$ cat config.mk
export PLATFORM = sky130hd
export DESIGN_NAME = fixed_sentence_framer_xor_check
export DESIGN_NICKNAME = d
export VERILOG_FILES = /design/src/hdl/fsfx_pkg.sv /design/src/hdl/fsfx_scan.sv /design/src/hdl/fixed_sentence_framer_xor_check.sv
export SDC_FILE = /design/constraint.sdc
export NUM_CORES = 1
export LEC_CHECK = 0
export BUFFER_PORTS_ARGS = -buffer_cell sky130_fd_sc_hd__buf_2
export CORE_MARGIN = 4
export CORE_UTILIZATION = 30
export DETAILED_ROUTE_END_ITERATION = 16
export PLACE_DENSITY = 0.41
export SETUP_SLACK_MARGIN = 0.4
export SYNTH_ARGS = -nofsm -noshare
export SYNTH_HDL_FRONTEND = slang
export SYNTH_SLANG_ARGS = --single-unit
$ cat constraint.sdc
create_clock -name clk -period 2.9 [get_ports clk]
set_clock_uncertainty 0.05 [all_clocks]
set_input_delay 0.145 -clock clk [delete_from_list [all_inputs] [get_ports clk]]
set_output_delay 0.145 -clock clk [all_outputs]
set_load 0.02 [all_outputs]
$ cat src/hdl/fsfx_pkg.sv
// shared constants, types and helpers for the sentence framer with xor check
// no dependencies; imported by fsfx_scan and fixed_sentence_framer_xor_check
package fsfx_pkg;

    localparam int FRAME_LEN = 20;
    localparam int ADDR_W    = $clog2(FRAME_LEN);
    localparam int CNT_W     = $clog2(FRAME_LEN + 1);

    localparam logic [ADDR_W-1:0] FIRST_IDX = ADDR_W'(0);
    localparam logic [ADDR_W-1:0] LAST_IDX  = ADDR_W'(FRAME_LEN - 1);
    localparam logic [ADDR_W-1:0] SUM_FIRST = ADDR_W'(1);
    localparam logic [ADDR_W-1:0] SUM_LAST  = ADDR_W'(15);
    localparam logic [ADDR_W-1:0] HEX_HI    = ADDR_W'(17);
    localparam logic [ADDR_W-1:0] HEX_LO    = ADDR_W'(18);

    localparam logic [7:0] START_RESET  = 8'h24;
    localparam logic [7:0] ASCII_ZERO   = 8'h30;
    localparam logic [7:0] ASCII_A_OFF  = 8'h37;

    localparam logic KIND_BYTE  = 1'b0;
    localparam logic KIND_ERROR = 1'b1;

    typedef struct packed {
        logic [7:0]        sum;
        logic              match;
        logic              found;
        logic [ADDR_W-1:0] pos;
    } scan_status_t;

    // upper-case ascii hex digit of one nibble
    function automatic logic [7:0] hex_digit(input logic [3:0] nib);
        logic [7:0] wide;
        wide = {4'h0, nib};
        if (nib < 4'd10)
        begin
            return ASCII_ZERO + wide;
        end
        return ASCII_A_OFF + wide;
    endfunction

endpackage

$ cat src/hdl/fsfx_scan.sv
// scan unit: folds one stored byte per cycle into checksum, check digits and start search
// depends on fsfx_pkg
module fsfx_scan (
    input  logic                       clk,
    input  logic                       rst_n,
    input  logic [7:0]                 start_char,
    input  logic                       rd_vld,
    input  logic [fsfx_pkg::ADDR_W-1:0] rd_tag,
    input  logic [7:0]                 rd_data,
    output fsfx_pkg::scan_status_t     status
);
    import fsfx_pkg::*;

    logic [7:0]        sum_reg;
    logic              found_reg;
    logic [ADDR_W-1:0] pos_reg;
    logic [7:0]        hi_reg;
    logic [7:0]        lo_reg;

    always_ff @(posedge clk or negedge rst_n)
    begin
        if (!rst_n)
        begin
            sum_reg   <= 8'h00;
            found_reg <= 1'b0;
            pos_reg   <= FIRST_IDX;
        end
        else if (rd_vld)
        begin
            if (rd_tag == FIRST_IDX)
            begin
                // start byte: fresh pass
                sum_reg   <= 8'h00;
                found_reg <= 1'b0;
                pos_reg   <= FIRST_IDX;
            end
            else
            begin
                if (rd_tag >= SUM_FIRST && rd_tag <= SUM_LAST)
                begin
                    sum_reg <= sum_reg ^ rd_data;
                end
                // first later start byte wins
                if (!found_reg && rd_data == start_char)
                begin
                    found_reg <= 1'b1;
                    pos_reg   <= rd_tag;
                end
            end
        end
    end

    always_ff @(posedge clk)
    begin
        if (rd_vld && rd_tag == HEX_HI)
        begin
            hi_reg <= rd_data;
        end
        if (rd_vld && rd_tag == HEX_LO)
        begin
            lo_reg <= rd_data;
        end
    end

    always_comb
    begin
        status.sum   = sum_reg;
        status.match = (hi_reg == hex_digit(sum_reg[7:4])) &&
                       (lo_reg == hex_digit(sum_reg[3:0]));
        status.found = found_reg;
        status.pos   = pos_reg;
    end

endmodule

$ cat src/hdl/fixed_sentence_framer_xor_check.sv
// top level of the sentence framer: frame store memory, sequencer and output register
// depends on fsfx_pkg and fsfx_scan
//
// channel   direction  handshake                 payload
// input     in         in_valid / in_stall       byte_in
// output    out        out_valid / out_stall     kind, data, last
// config    in         cfg_valid / cfg_ready     cfg_data (start_char)
//
// one input word is taken per cycle while no sentence is complete; a word that
// completes the sentence starts a scan pass over the single read port of the
// frame store; a match then emits FRAME_LEN words, each first read and then
// loaded into the output register; a mismatch emits one error word and, when a
// later start byte was found, moves the tail down from it, one read and one
// write of the store per cycle
// output stalls hold the sequencer; the output register lets a new input word
// in while the last result still waits
// reset clears control state only; the frame store needs no clearing pass
module fixed_sentence_framer_xor_check (
    input  logic       clk,
    input  logic       rst_n,
    input  logic       in_valid,
    output logic       in_stall,
    input  logic [7:0] byte_in,
    output logic       out_valid,
    input  logic       out_stall,
    output logic       kind,
    output logic [7:0] data,
    output logic       last,
    input  logic       cfg_valid,
    output logic       cfg_ready,
    input  logic [7:0] cfg_data
);
    import fsfx_pkg::*;

    localparam logic [3:0] S_IDLE     = 4'd0;
    localparam logic [3:0] S_SCAN     = 4'd1;
    localparam logic [3:0] S_SCAN_END = 4'd2;
    localparam logic [3:0] S_DECIDE   = 4'd3;
    localparam logic [3:0] S_EMIT_RD  = 4'd4;
    localparam logic [3:0] S_EMIT_LD  = 4'd5;
    localparam logic [3:0] S_ERR      = 4'd6;
    localparam logic [3:0] S_COPY     = 4'd7;
    localparam logic [3:0] S_COPY_END = 4'd8;

    // frame store, one write and one registered read per cycle
    logic [7:0] store_mem [FRAME_LEN];

    logic [3:0]        state_reg, state_next;
    logic [ADDR_W-1:0] idx_reg, idx_next;
    logic [ADDR_W-1:0] dst_reg, dst_next;
    logic [CNT_W-1:0]  fill_reg, fill_next;
    logic [7:0]        start_char_reg;

    logic [ADDR_W-1:0] rd_addr;
    logic [7:0]        rd_data_reg;
    logic [ADDR_W-1:0] rd_tag_reg;
    logic              scan_vld_reg, scan_vld_next;
    logic              copy_vld_reg, copy_vld_next;

    logic              wr_en;
    logic [ADDR_W-1:0] wr_addr;
    logic [7:0]        wr_data;

    logic              out_valid_reg;
    logic              kind_reg;
    logic [7:0]        data_reg;
    logic              last_reg;
    logic              out_free;
    logic              out_load;
    logic              load_kind;
    logic [7:0]        load_data;
    logic              load_last;

    logic              in_accept;
    scan_status_t      scan_status;

    assign in_stall  = (state_reg != S_IDLE);
    assign in_accept = in_valid && !in_stall;
    assign cfg_ready = 1'b1;
    assign out_free  = !out_valid_reg || !out_stall;

    assign out_valid = out_valid_reg;
    assign kind      = kind_reg;
    assign data      = data_reg;
    assign last      = last_reg;

    fsfx_scan u_scan (
        .clk        (clk),
        .rst_n      (rst_n),
        .start_char (start_char_reg),
        .rd_vld     (scan_vld_reg),
        .rd_tag     (rd_tag_reg),
        .rd_data    (rd_data_reg),
        .status     (scan_status)
    );

    always_comb
    begin
        state_next    = state_reg;
        idx_next      = idx_reg;
        dst_next      = dst_reg;
        fill_next     = fill_reg;
        rd_addr       = idx_reg;
        scan_vld_next = 1'b0;
        copy_vld_next = 1'b0;
        out_load      = 1'b0;
        load_kind     = KIND_BYTE;
        load_data     = rd_data_reg;
        load_last     = 1'b0;
        wr_en         = 1'b0;
        wr_addr       = fill_reg[ADDR_W-1:0];
        wr_data       = byte_in;

        // tail move: write lands in the cycle after its read
        if (copy_vld_reg)
        begin
            wr_en    = 1'b1;
            wr_addr  = dst_reg;
            wr_data  = rd_data_reg;
            dst_next = dst_reg + ADDR_W'(1);
        end

        case (state_reg)
            S_IDLE:
            begin
                if (in_accept)
                begin
                    if (fill_reg == CNT_W'(0))
                    begin
                        // hunting for the start character
                        if (byte_in == start_char_reg)
                        begin
                            wr_en     = 1'b1;
                            wr_addr   = FIRST_IDX;
                            fill_next = CNT_W'(1);
                        end
                    end
                    else
                    begin
                        wr_en = 1'b1;
                        if (fill_reg == CNT_W'(FRAME_LEN - 1))
                        begin
                            idx_next   = FIRST_IDX;
                            state_next = S_SCAN;
                        end
                        else
                        begin
                            fill_next = fill_reg + CNT_W'(1);
                        end
                    end
                end
            end
            S_SCAN:
            begin
                scan_vld_next = 1'b1;
                if (idx_reg == LAST_IDX)
                begin
                    state_next = S_SCAN_END;
                end
                else
                begin
                    idx_next = idx_reg + ADDR_W'(1);
                end
            end
            S_SCAN_END:
            begin
                state_next = S_DECIDE;
            end
            S_DECIDE:
            begin
                if (scan_status.match)
                begin
                    idx_next   = FIRST_IDX;
                    fill_next  = CNT_W'(0);
                    state_next = S_EMIT_RD;
                end
                else
                begin
                    state_next = S_ERR;
                end
            end
            S_EMIT_RD:
            begin
                state_next = S_EMIT_LD;
            end
            S_EMIT_LD:
            begin
                // read address held so the read word stays put while stalled
                if (out_free)
                begin
                    out_load  = 1'b1;
                    load_kind = KIND_BYTE;
                    load_data = rd_data_reg;
                    load_last = (idx_reg == LAST_IDX);
                    if (idx_reg == LAST_IDX)
                    begin
                        state_next = S_IDLE;
                    end
                    else
                    begin
                        idx_next   = idx_reg + ADDR_W'(1);
                        state_next = S_EMIT_RD;
                    end
                end
            end
            S_ERR:
            begin
                if (out_free)
                begin
                    out_load  = 1'b1;
                    load_kind = KIND_ERROR;
                    load_data = scan_status.sum;
                    load_last = 1'b1;
                    if (scan_status.found)
                    begin
                        idx_next   = scan_status.pos;
                        dst_next   = FIRST_IDX;
                        fill_next  = CNT_W'(FRAME_LEN) - CNT_W'(scan_status.pos);
                        state_next = S_COPY;
                    end
                    else
                    begin
                        fill_next  = CNT_W'(0);
                        state_next = S_IDLE;
                    end
                end
            end
            S_COPY:
            begin
                copy_vld_next = 1'b1;
                if (idx_reg == LAST_IDX)
                begin
                    state_next = S_COPY_END;
                end
                else
                begin
                    idx_next = idx_reg + ADDR_W'(1);
                end
            end
            S_COPY_END:
            begin
                state_next = S_IDLE;
            end
            default:
            begin
                state_next = S_IDLE;
            end
        endcase
    end

    always_ff @(posedge clk)
    begin
        if (wr_en)
        begin
            store_mem[wr_addr] <= wr_data;
        end
        rd_data_reg <= store_mem[rd_addr];
        rd_tag_reg  <= rd_addr;
    end

    always_ff @(posedge clk or negedge rst_n)
    begin
        if (!rst_n)
        begin
            state_reg      <= S_IDLE;
            idx_reg        <= FIRST_IDX;
            dst_reg        <= FIRST_IDX;
            fill_reg       <= CNT_W'(0);
            start_char_reg <= START_RESET;
            scan_vld_reg   <= 1'b0;
            copy_vld_reg   <= 1'b0;
            out_valid_reg  <= 1'b0;
        end
        else
        begin
            state_reg    <= state_next;
            idx_reg      <= idx_next;
            dst_reg      <= dst_next;
            fill_reg     <= fill_next;
            scan_vld_reg <= scan_vld_next;
            copy_vld_reg <= copy_vld_next;
            if (cfg_valid && cfg_ready)
            begin
                start_char_reg <= cfg_data;
            end
            if (out_load)
            begin
                out_valid_reg <= 1'b1;
            end
            else if (!out_stall)
            begin
                out_valid_reg <= 1'b0;
            end
        end
    end

    always_ff @(posedge clk)
    begin
        if (out_load)
        begin
            kind_reg <= load_kind;
            data_reg <= load_data;
            last_reg <= load_last;
        end
    end

    // fill count stays below a full sentence between words
    a_fill_range: assert property (@(posedge clk) disable iff (!rst_n)
        fill_reg < CNT_W'(FRAME_LEN))
        else $error("fill count reached a full sentence");

    // the output register is only loaded when free, so no word is overwritten
    a_no_overwrite: assert property (@(posedge clk) disable iff (!rst_n)
        out_load |-> out_free)
        else $error("output word overwritten");

    // input writes and tail-move writes never share the store write port
    a_write_port: assert property (@(posedge clk) disable iff (!rst_n)
        !(in_accept && copy_vld_reg))
        else $error("write port conflict");

    // a later start byte is never at the front, so the tail move always shifts
    a_pos_nonzero: assert property (@(posedge clk) disable iff (!rst_n)
        (state_reg == S_ERR && scan_status.found) |-> (scan_status.pos != FIRST_IDX))
        else $error("rescan found the dropped start byte");

endmodule

==> results.json <==
{
  "status": "finished, final reports clean",
  "cts_root_buf": "clkbuf_16",
  "p_clk_share_pct": 28.0,
  "worstPathArrival_ns": 2.86,
  "synthXorXnorAreaFrac_pct": 3.56,
  "start_util_pct": 30.5,
  "tritoncts": "built",
  "synth_top_family_by_area": "multiplexers",
  "postRouteAntennaNets": 0,
  "port_buffers": 32,
  "drv_cap": 0,
  "startpoint_type": "flop",
  "p_int_mw": 8.16,
  "period_share_pct": 85.9,
  "critPathCaptureType": "flop",
  "slowest_stage": "dfrtp_2",
  "synth_cell_types": 67,
  "finalPower_mw": 12.1,
  "dp_cells": 1175,
  "grt_pass1_vias": 6539,
  "syn_nets": 706,
  "fill_cells": 3286,
  "vias": 6124,
  "nNetsFinal": 813,
  "irDropWorstVdd_mv": 0.441,
  "comb_power_share_pct": 32.8,
  "multi_input_area_sq_mm": 0.00354,
  "insertedDiodeCount": 0,
  "synth_area_sq_mm": 0.0106,
  "grt_antenna_before_repair": 0,
  "synth-edff-count": 186,
  "switchingPower_mw": 3.94,
  "grt_max_degree": 44,
  "largest_reg_flops": 160,
  "drive_above_1_share_pct": 30.4,
  "die_w_microns": 196,
  "cts_sinks": 243,
  "ys_dominant_reg_cell": "edfxtp_1",
  "avgSynthCellArea_sq_um": 15.6,
  "holdCritPathClass": "input port to asynchronous set/reset pin",
  "crit_chain": "inv_4 > ha_4 > and4b_4 > or3_4 > a2111oi_4 > nand4_4 > a21oi_4 > mux2_4",
  "area.growth.synth_to_final_pct": 21.8,
  "max_freq_ghz": 0.401,
  "rsz0062_at_grt": "true",
  "cp.required_ns": 3.27,
  "via_per_inst": 4.86,
  "swShare_pct": 32.5,
  "routedWlPerCell_microns": 20.7,
  "final_cells": 1260,
  "setup_tns_ns": 0,
  "grt_first_pass_wirelength_microns": 40000,
  "yosysWarnings": 0,
  "numCtsBuffers": 28,
  "cts_max_level": 1,
  "die_area_sq_mm": 0.0384,
  "grt-ovfl-total": 0,
  "power_frac_seq_pct": 39.3,
  "slew_violations": 0,
  "synth_seq_area_share_pct": 65.6,
  "worstMarginPinSlew_ns": 0.860,
  "drt_iter0_drc": 282,
  "finalSetupViolCount": 0,
  "drc_errors": 0,
  "core_sq_mm": 0.0347,
  "async_flop_share_pct": 18.1,
  "register_area_sq_mm": 0.00695,
  "drt-total-wl_microns": 26000,
  "hold_viol": 0,
  "critical_path_class": "flop to flop",
  "postSynthCellCount": 678,
  "die_h_microns": 196,
  "yosys.area_share.simple_pct": 8.21,
  "synth.area.mux_share_pct": 14.1,
  "crit_family": "simple AND/OR/NAND/NOR gates",
  "layout_min_cycle_time_ns": 2.49,
  "maxSlewHeadroom_pct": 42.7,
  "hpwl_microns": 17400,
  "io_pins": 34,
  "grtUsageTotal_pct": 13.4,
  "cpPeakStageDelay_ns": 0.39,
  "clk_pin_slew_ns": 0.05,
  "power.density_mw_per_mm2": 938,
  "clk_latency_ns": 0.54,
  "gp_congestion": 0.826,
  "clk_path_buf_depth": 3,
  "firstDrtPassIters": 5,
  "synth_compound_area_share_pct": 5.15,
  "synth-seq-cells": 243,
  "synthAdderAreaFrac_pct": 0.827,
  "regMostFlops": "store_mem",
  "worst-path-buf-inv": 1,
  "worst-path-max-fanout": 5,
  "leakagePower_nw": 4.44,
  "row_count": 68
}
-- placed cells by master, fill, tap and decap left out, types with 5 or more instances in the layout --
| master | Yosys | final |
|---|---|---|
| buf_4 | 3 | 51 |
| dfxtp_1 | 13 | 13 |
| a22oi_1 | 5 | 5 |
| a21oi_1 | 13 | 12 |
| nand2b_1 | 6 | 5 |
| ha_1 | 7 | 6 |
| mux2_2 | 28 | 28 |
| o21ai_0 | 17 | 17 |
| xor2_1 | 18 | 18 |
| o22ai_1 | 7 | 6 |
| nand4_1 | 5 | 5 |
| clkinv_1 | 1 | 9 |
| buf_12 | 0 | 7 |
| nand3_1 | 13 | 11 |
| nor2_4 | 0 | 10 |
| inv_1 | 19 | 16 |
| edfxtp_1 | 186 | 186 |
| dfrtp_1 | 42 | 38 |
| nor3_1 | 6 | 6 |
| xnor2_1 | 25 | 25 |
| buf_2 | 5 | 32 |
| nor2_1 | 46 | 36 |
| nand2_1 | 57 | 56 |
| nor3b_1 | 7 | 7 |
| dlygate4sd3_1 | 0 | 18 |
| clkbuf_1 | 14 | 9 |
| nand3b_1 | 5 | 5 |
| nor2b_1 | 6 | 6 |
| clkbuf_16 | 0 | 28 |
| mux4_2 | 48 | 48 |
-- metal layers --
| layer | global-route usage [%] | vias to the layer above | part of all wire, % |
|---|---|---|---|
| met5 | 0 | - | 0 |
| met3 | 1.79 | 40 | 3.1 |
| met4 | 3.47 | 0 | 2.5 |
| met1 | 17.9 | 3161 | 44 |
| li1 | - | 2805 | - |
| met2 | 23.3 | 118 | 50 |
-- cell usage after synthesis (7+ instances only) --
library cell    n  area share, %
mux4_2         48             10
dfxtp_1        13            2.5
o22ai_1         7           0.41
a21oi_1        13           0.61
ha_1            7           0.83
xor2_1         18            1.5
xnor2_1        25            2.1
inv_1          19           0.67
nand3_1        13           0.61
mux2_2         28            3.0
clkbuf_1       14           0.50
nand2_1        57            2.0
nor2_1         46            1.6
o21ai_0        17           0.80
edfxtp_1      186             53
nor3b_1         7           0.50
dfrtp_1        42            9.9
-- repair_timing --
| action | CTS | global route |
|---|---|---|
| cloned | 0 | 0 |
| pin swaps | 7 | 6 |
| gates resized for setup | 32 | 11 |
| endpoints found under the hold margin | 41 | 0 |
| buffers inserted | 11 | 6 |
| endpoints found under the setup margin | 161 | 110 |
| hold buffers | 18 | 0 |
-- power by group through the flow --
stage | registers (mW) | logic, mW | clock network (mW)
4_1_cts | 4.75 | 3.92 | 3.51
2_1_floorplan | 4.66 | 2.61 | 0
3_5_place_dp | 4.81 | 3.68 | 0
3_3_place_gp | 4.81 | 3.64 | 0
6_report | 4.75 | 3.96 | 3.39
5_1_grt | 4.81 | 4.32 | 3.66
-- final cells by class --
type / instances / share of cell area, %
clock buffers: 37 / 5.70
clock inverters: 13 / 1.20
inverters: 20 / 0.602
multi-input cells: 384 / 27.4
flip-flops and latches: 243 / 53.9
well taps: 455 / 4.42
repair buffers: 108 / 6.70
-- final timing paths --
| check | startpoint | end | slack, ns | cells after the start |
|---|---|---|---|---|
| worst max-delay path | u_scan.sum_reg[1] | idx_reg[0] | 0.41 | 8 |
| worst min register to register | rd_tag_reg[4] | u_scan.pos_reg[4] | 0.43 | 2 |
| max in group asynchronous | rst_n | u_scan.sum_reg[1] | 1.87 | 3 |
| worst min-delay path | rst_n | out_valid | 0.21 | 2 |
| min in group clk | byte_in[4] | store_mem[17][4] | 0.30 | 2 |
| worst max register to register | u_scan.sum_reg[1] | idx_reg[0] | 0.41 | 8 |
-- stage by stage --
step                utilization (%)  cell area [sq um]  hold slack [ns]  setup slack [ns]
global placement               33.0              11500            0.258           -0.0235
finish                         37.1              12900            0.211             0.408
detailed placement             33.0              11500            0.261           -0.0302
floorplan                         -              10600           -0.201             0.400
CTS                            36.9              12800            0.250             0.367
global route                   37.1              12900            0.306             0.356
-- cell families (layout without fill, tap and decap cells) --
logic type,count (synthesis),after routing
xor+xnor,43,43
fa+ha+maj,7,7
compound gates,76,76
buf+inv,51,178
simple gates,173,173
mux,84,84
other cells,1,1
flops,243,243
(Power assumes the default switching activity.)
